<file path="config.mk">
export PLATFORM = sky130hd
export DESIGN_NAME = line_terminated_byte_packetizer
export DESIGN_NICKNAME = d
export VERILOG_FILES = /design/src/hdl/lbp_pkg.sv /design/src/hdl/line_terminated_byte_packetizer.sv /design/src/hdl/lbp_cell.sv
export SDC_FILE = /design/constraint.sdc
export NUM_CORES = 1
export LEC_CHECK = 0
export BUFFER_PORTS_ARGS = -buffer_cell sky130_fd_sc_hd__buf_2
export CAP_MARGIN = 30
export CORE_MARGIN = 2
export CORE_UTILIZATION = 30
export CTS_BUF_LIST = sky130_fd_sc_hd__clkbuf_16
export DETAILED_ROUTE_END_ITERATION = 12
export GPL_TIMING_DRIVEN = 0
export PLACE_DENSITY = 0.5
export SLEW_MARGIN = 20
export SYNTH_ARGS = -nofsm -noshare
export SYNTH_HDL_FRONTEND = slang
export SYNTH_HIERARCHICAL = 1
export SYNTH_SLANG_ARGS = --single-unit
</file>
<file path="constraint.sdc">
create_clock -name clock -period 13.2 [get_ports clock]
set_input_delay 0.66 -clock clock [delete_from_list [all_inputs] [get_ports clock]]
set_output_delay 0.66 -clock clock [all_outputs]
set_load 0.02 [all_outputs]
</file>
<file path="src/hdl/lbp_pkg.sv">
// ----------------------------------------------------------------------------
// lbp_pkg
// Shared types and constants for the line terminated byte packetizer.
// ----------------------------------------------------------------------------
package lbp_pkg;

   localparam int PACKET_BYTES_DEFAULT = 16;

   localparam logic [7:0] BYTE_CR = 8'd13;
   localparam logic [7:0] BYTE_LF = 8'd10;

   typedef enum logic [0:0] {
      ST_COLLECT = 1'b0,
      ST_DRAIN   = 1'b1
   } state_type;

   // chain control broadcast to every cell
   typedef struct packed {
      logic shift;
      logic load_en;
   } cell_ctrl_type;

endpackage

</file>
<file path="src/hdl/line_terminated_byte_packetizer.sv">
// ----------------------------------------------------------------------------
// line_terminated_byte_packetizer
// Collects bytes into a row of cells; CR or LF, or a byte arriving at a full
// buffer, drains the row one byte per transfer through an output register.
// ----------------------------------------------------------------------------
//  channel   direction  handshake            payload
//  req_      in         req_valid/req_ready  data_byte
//  rsp_      out        rsp_valid/rsp_ready  payload_byte, packet_length,
//                                            continued, last_of_packet
//
//  A byte that only appends is accepted and written straight into the next cell.
//  A flush is accepted and then drains one packet byte per output transfer, the cells
//  shifting toward cell 0 one position per output transfer.
//  req_ready is low while the buffer drains; rsp_ready low stalls the shift.
//  Reset empties the buffer; cell contents are not cleared.
// ----------------------------------------------------------------------------
module line_terminated_byte_packetizer #(
   parameter int PACKET_BYTES = lbp_pkg::PACKET_BYTES_DEFAULT,
   localparam int CNT_W = $clog2(PACKET_BYTES + 1)
) (
   input  logic             clock,
   input  logic             reset,
   input  logic             req_valid,
   output logic             req_ready,
   input  logic [7:0]       req_data_byte,
   output logic             rsp_valid,
   input  logic             rsp_ready,
   output logic [7:0]       rsp_payload_byte,
   output logic [CNT_W-1:0] rsp_packet_length,
   output logic             rsp_continued,
   output logic             rsp_last_of_packet
);

   lbp_pkg::state_type     state_ff, state_in;
   logic [CNT_W-1:0]       count_ff, count_in;
   logic [CNT_W-1:0]       len_ff, len_in;
   logic                   more_ff, more_in;
   logic [7:0]             hold_ff, hold_in;
   logic                   hold_v_ff, hold_v_in;

   logic                   rsp_valid_ff, rsp_valid_in;
   logic [7:0]             out_byte_ff, out_byte_in;
   logic [CNT_W-1:0]       out_len_ff, out_len_in;
   logic                   out_more_ff, out_more_in;
   logic                   out_last_ff, out_last_in;

   lbp_pkg::cell_ctrl_type ctrl;
   logic [CNT_W-1:0]       wr_index;
   logic [7:0]             wr_data;
   logic [7:0]             cell_data [PACKET_BYTES];
   logic                   is_term;

   assign is_term = (req_data_byte == lbp_pkg::BYTE_CR) ||
                    (req_data_byte == lbp_pkg::BYTE_LF);
   assign wr_data = (state_ff == lbp_pkg::ST_DRAIN) ? hold_ff : req_data_byte;

   genvar gi;
   generate
      for (gi = 0; gi < PACKET_BYTES; gi++) begin : g_cell
         logic [7:0] next_byte;
         if (gi + 1 < PACKET_BYTES) begin : g_mid
            assign next_byte = cell_data[gi + 1];
         end else begin : g_end
            assign next_byte = 8'd0;
         end
         lbp_cell #(
            .CNT_W (CNT_W),
            .INDEX (gi)
         ) u_cell (
            .clock     (clock),
            .ctrl      (ctrl),
            .wr_index  (wr_index),
            .wr_data   (wr_data),
            .next_data (next_byte),
            .data      (cell_data[gi])
         );
      end
   endgenerate

   always_comb begin
      state_in     = state_ff;
      count_in     = count_ff;
      len_in       = len_ff;
      more_in      = more_ff;
      hold_in      = hold_ff;
      hold_v_in    = hold_v_ff;
      rsp_valid_in = rsp_valid_ff && !rsp_ready;
      out_byte_in  = out_byte_ff;
      out_len_in   = out_len_ff;
      out_more_in  = out_more_ff;
      out_last_in  = out_last_ff;
      ctrl.shift   = 1'b0;
      ctrl.load_en = 1'b0;
      wr_index     = count_ff;
      req_ready    = 1'b0;

      unique case (state_ff)
         lbp_pkg::ST_COLLECT: begin
            req_ready = 1'b1;
            if (req_valid) begin
               priority if (is_term) begin
                  if (count_ff != '0) begin
                     len_in    = count_ff;
                     more_in   = 1'b0;
                     hold_v_in = 1'b0;
                     state_in  = lbp_pkg::ST_DRAIN;
                  end
               end else if (count_ff == CNT_W'(PACKET_BYTES)) begin
                  len_in    = count_ff;
                  more_in   = 1'b1;
                  hold_in   = req_data_byte;
                  hold_v_in = 1'b1;
                  state_in  = lbp_pkg::ST_DRAIN;
               end else begin
                  ctrl.load_en = 1'b1;
                  count_in     = count_ff + CNT_W'(1);
               end
            end
         end
         lbp_pkg::ST_DRAIN: begin
            if (!rsp_valid_ff || rsp_ready) begin
               rsp_valid_in = 1'b1;
               out_byte_in  = cell_data[0];
               out_len_in   = len_ff;
               out_more_in  = more_ff;
               out_last_in  = (count_ff == CNT_W'(1));
               ctrl.shift   = 1'b1;
               if (count_ff == CNT_W'(1)) begin
                  // last byte: on a split packet the byte that caused it starts the next one
                  wr_index     = '0;
                  ctrl.load_en = hold_v_ff;
                  count_in     = hold_v_ff ? CNT_W'(1) : '0;
                  state_in     = lbp_pkg::ST_COLLECT;
               end else begin
                  count_in = count_ff - CNT_W'(1);
               end
            end
         end
         default: begin
            state_in = lbp_pkg::ST_COLLECT;
         end
      endcase
   end

   always_ff @(posedge clock) begin
      if (reset) begin
         state_ff     <= lbp_pkg::ST_COLLECT;
         count_ff     <= '0;
         hold_v_ff    <= 1'b0;
         rsp_valid_ff <= 1'b0;
      end else begin
         state_ff     <= state_in;
         count_ff     <= count_in;
         hold_v_ff    <= hold_v_in;
         rsp_valid_ff <= rsp_valid_in;
      end
   end

   always_ff @(posedge clock) begin
      len_ff      <= len_in;
      more_ff     <= more_in;
      hold_ff     <= hold_in;
      out_byte_ff <= out_byte_in;
      out_len_ff  <= out_len_in;
      out_more_ff <= out_more_in;
      out_last_ff <= out_last_in;
   end

   assign rsp_valid          = rsp_valid_ff;
   assign rsp_payload_byte   = out_byte_ff;
   assign rsp_packet_length  = out_len_ff;
   assign rsp_continued      = out_more_ff;
   assign rsp_last_of_packet = out_last_ff;

endmodule

</file>
<file path="src/hdl/lbp_cell.sv">
// ----------------------------------------------------------------------------
// lbp_cell
// One byte slot of the packet buffer. Loads on load_en when the write index
// matches its own position, otherwise takes its neighbor's byte on a shift.
// ----------------------------------------------------------------------------
module lbp_cell #(
   parameter int CNT_W = 5,
   parameter int INDEX = 0
) (
   input  logic                  clock,
   input  lbp_pkg::cell_ctrl_type ctrl,
   input  logic [CNT_W-1:0]      wr_index,
   input  logic [7:0]            wr_data,
   input  logic [7:0]            next_data,
   output logic [7:0]            data
);

   logic [7:0] data_ff;
   logic [7:0] data_in;
   logic       hit;

   assign hit  = ctrl.load_en && (wr_index == CNT_W'(INDEX));
   assign data = data_ff;

   always_comb begin
      priority if (hit) begin
         data_in = wr_data;
      end else if (ctrl.shift) begin
         data_in = next_data;
      end else begin
         data_in = data_ff;
      end
   end

   always_ff @(posedge clock) begin
      data_ff <= data_in;
   end

endmodule

</file>
==> key figures <==
Clocking
  – CTS tree: done
  – Clock Path Buffers: 2
  – Clk_lat worst skew: 430 ps
  – Clock slew at reported path FFs: 70 ps
  – CTS resizes: 0
  – Post-CTS setup buffer count: 0
  – H-tree depth: 4
  – Cts hold-fix bufs: 0
  – CTS Buf Count: 17
  – CTS sink count: between 150 and 200
  – Clk root buf: clkbuf_16

Pwr
  – Int Power: 0.849 mW
  – Leak pwr: 3.22 nW
  – Combinational power share: 4.6%
  – Total power: 1.11 mW
  – Sw Share: 23.8%
  – Maximum VDD drop: 0.0683 mV
  – P per Cell Area: 124 mW/mm^2
  – Sequential power share: 51.7%
  – Clock network power share: roughly 44%
  – Psw: 0.266 mW

Yosys
  – Most numerous cell in the Yosys netlist: edfxtp_1
  – Synth top area share: 61.4%
  – Primary FF master, synth: edfxtp_1
  – Synthesized area per cell: 17.9 sq um
  – Ys Warns: 6
  – Leading area contributor after synthesis: edfxtp_1
  – Count of state elements after synthesis: 165
  – Sequential element share of the synthesized area: 63.4%
  – Cell count after synthesis: 429
  – Ranking of synthesized cells by area: edfxtp_1 (61%), mux2_2 (19%), dfxtp_1 (2.1%), nand3b_4 (2.1%), mux2_4 (1.6%)
  – Ys async rst share: 0%
  – Synth top cells by count: edfxtp_1 (157), mux2_2 (128), or2b_1 (11)
  – Post-synthesis cell type count: 55
  – Netlist Area Pre-Place: 0.00768 sq mm
  – Post-synth EDFFs: 157

Detailed routing
  – Initial DRC count: 209
  – Final wirelength: 13400 microns
  – Via-to-Cell Ratio: around 4.7
  – DRT Pass-1 Iters: 4
  – Post-route DRC: 0
  – Via count: 3893
  – Avg WL per Cell: between 15 and 20 microns
  – Final ANT Viol Nets: 0

Layout
  – Finished Layout Cells: 833
  – Area growth from synthesis to layout: 16.8%
  – Ant diodes: 0
  – Nets: 506
  – Fraction of layout instances using a drive strength above 1: between 40 and 50%
  – Sequential cell area: between 0.004 and 0.005 sq mm
  – Fin util: 35.6%
  – Fillcell total: around 2400
  – Multi-input gate area: 0.00278 sq mm

Timing
  – Final worst-path cycle share: 25.9%
  – Fmax: around 0.29 GHz
  – Setup TNS: 0 ps
  – Fin. max-slew vios: 0
  – Clock period minus worst slack: 3410 ps
  – Unrepaired setup endpoints after global routing: false
  – Setup ws final: roughly 9800 ps
  – Worst-margin pin slew: 579 ps
  – Fin. Hold Viols: 0
  – Slew Limit Headroom: roughly 61%
  – Worst Skew: between 10 and 15 ps
  – Final setup violation count: 0

Setup path
  – CP Launch Type: flip-flop
  – Slowest CP cell: or4b_4
  – CP Data Arrival Time: roughly 3500 ps
  – Critical Path Fanout Max: 11
  – Worst path cell trace: inv_1 -> ha_1 -> or4b_4 -> inv_1 -> nand4_1 -> o21ai_2 -> buf_6 -> nor4b_4 -> nand3_4 -> or2b_1
  – Cell mode on critical path: inv_1
  – Worst r2r src: count_ff[1]$_SDFFE_PP0P_
  – FF-to-FF path depth: 10
  – Crit path largest cell delay: approximately 500 ps
  – R2R Path End: g_cell[12].u_cell/data[1]$_DFFE_PP_
  – Flop-to-flop setup slack: 9790 ps
  – Setup Crit Path Kind: flip-flop to flip-flop
  – Crit. End Element: flip-flop
  – WP data required: 13300 ps

Floorplanning
  – Initial core utilization: 30.5%
  – IO Pins: 29
  – Core area: 0.0252 sq mm
  – Number of core rows: 58
  – Die X: 164 microns
  – Die H: around 160 microns
  – DIE AREA: 0.0269 sq mm

Place
  – Post-DP HPWL: approximately 9000 microns
  – Post-Place Worst Slack: 9630 ps
  – Placed Cells: ~800
  – PortBufs: 27
  – Gpl congestion: just over 0.8

Status
  – Run status: completed

Worst hold path
  – WHS Endpoint: rsp_payload_byte[6]$_DFFE_PP_
  – Hold crit path type: flip-flop to flip-flop
  – Hold wc startpoint: g_cell[0].u_cell/data[6]$_DFFE_PP_
  – Hold Path Stages: 0

Global route
  – Largest net degree at the start of global routing: 26
  – GRT Resource Usage Total: 10.8%
  – Vias in the first global route: 4069
  – First-pass GRT wire length: 22200 microns
  – Initial antenna violation count: 0
  – GR Overflow Total: 0

Run
  – Max-Cap Viols: 0
-- layout by cell type (no fill, tap or decap), drive strengths merged, types with 5 or more instances in the layout --
cell type | netlist | final
conb | 1 | 8
edfxtp | 157 | 157
nand3b | 10 | 10
dfxtp | 8 | 8
nor4b | 6 | 6
nor3b | 5 | 5
inv | 7 | 14
nand3 | 5 | 5
a21oi | 8 | 8
buf | 2 | 37
mux2 | 136 | 136
nand4b | 5 | 5
clkbuf | 7 | 24
or2b | 11 | 11
or2 | 5 | 5
-- cells by family after synthesis --
kind of cell | synth area share, %
flip-flops | 63.4
adder cells (fa/ha/maj) | 0.651
other | 0.0488
AND/OR/NAND/NOR | 11.9
AO/OA/AOI/OAI | 2.49
buffers and inverters | 0.879
XOR/XNOR | 0.114
multiplexers | 20.5
-- power groups by stage --
stage | Combinational (mW) | Clock [mW] | Sequential, mW
floorplan | 0.0362 | 0 | 0.588
global placement | 0.0484 | 0 | 0.588
detailed placement | 0.0518 | 0 | 0.588
CTS | 0.0521 | 0.501 | 0.577
global route | 0.0561 | 0.519 | 0.577
finish | 0.0514 | 0.487 | 0.577
-- registers in the layout, summed over array words and instances (netlist names) --
| name | cells |
|---|---|
| count_ff | 5 |
| g_cell.u_cell/data | 128 |
| hold_ff | 8 |
| hold_v_ff | 1 |
| len_ff | 5 |
| more_ff | 1 |
| rsp_continued | 1 |
| rsp_last_of_packet | 1 |
| rsp_packet_length | 5 |
| rsp_payload_byte | 8 |
| rsp_valid | 1 |
| state_ff | 1 |
-- layout make-up --
cell class / instances / area share [%]
Sequential cell: 165 / 54.3
Multi-Input combinational cell: 255 / 31.0
Clock buffer: 17 / 4.74
Tap cell: 330 / 4.60
Timing Repair Buffer: 35 / 2.71
Clock inverter: 15 / 1.88
Buffer: 9 / 0.474
Inverter: 7 / 0.293
-- per-stage QoR --
step	area [sq um]	hold slack, ps
4_1_cts	8970	407
6_report	8970	422
5_1_grt	8970	416
2_1_floorplan	7710	400
3_5_place_dp	8380	405
3_3_place_gp	8260	401
-- worst max path at each step --
stage / start / to / slack, ps / cells after the start
after detailed placement: rsp_ready / g_cell[15].u_cell/data[2]$_DFFE_PP_ / 9630 / 9
after CTS: count_ff[1]$_SDFFE_PP0P_ / g_cell[12].u_cell/data[1]$_DFFE_PP_ / 9750 / 10
after global routing: count_ff[1]$_SDFFE_PP0P_ / g_cell[12].u_cell/data[1]$_DFFE_PP_ / 9530 / 10
final: count_ff[1]$_SDFFE_PP0P_ / g_cell[12].u_cell/data[1]$_DFFE_PP_ / 9790 / 10
after floorplan: req_data_byte[1] / g_cell[12].u_cell/data[0]$_DFFE_PP_ / 8890 / 6
after global placement: rsp_ready / g_cell[0].u_cell/data[5]$_DFFE_PP_ / 7780 / 8
-- worst max-delay path: cells and delay by family (launching register included) --
family | cells | cell delay [ps]
DFF | 1 | 350
buffers and inverters | 3 | 640
and+or+nand+nor | 5 | 1580
AOI/OAI and AO/OA | 1 | 300
adders and majority gates | 1 | 200
-- routing by layer --
metal / vias to the layer above / GRT usage (%) / share of wire, % / wire, microns
met5: - / 0 / 0 / 0
met3: 19 / 2.45 / 2.8 / 374
met4: 0 / 4.67 / 1.9 / 260
li1: 1845 / - / - / -
met2: 56 / 17.7 / 49 / 6530
met1: 1973 / 13.6 / 47 / 6250
(Power assumes the default switching activity.)
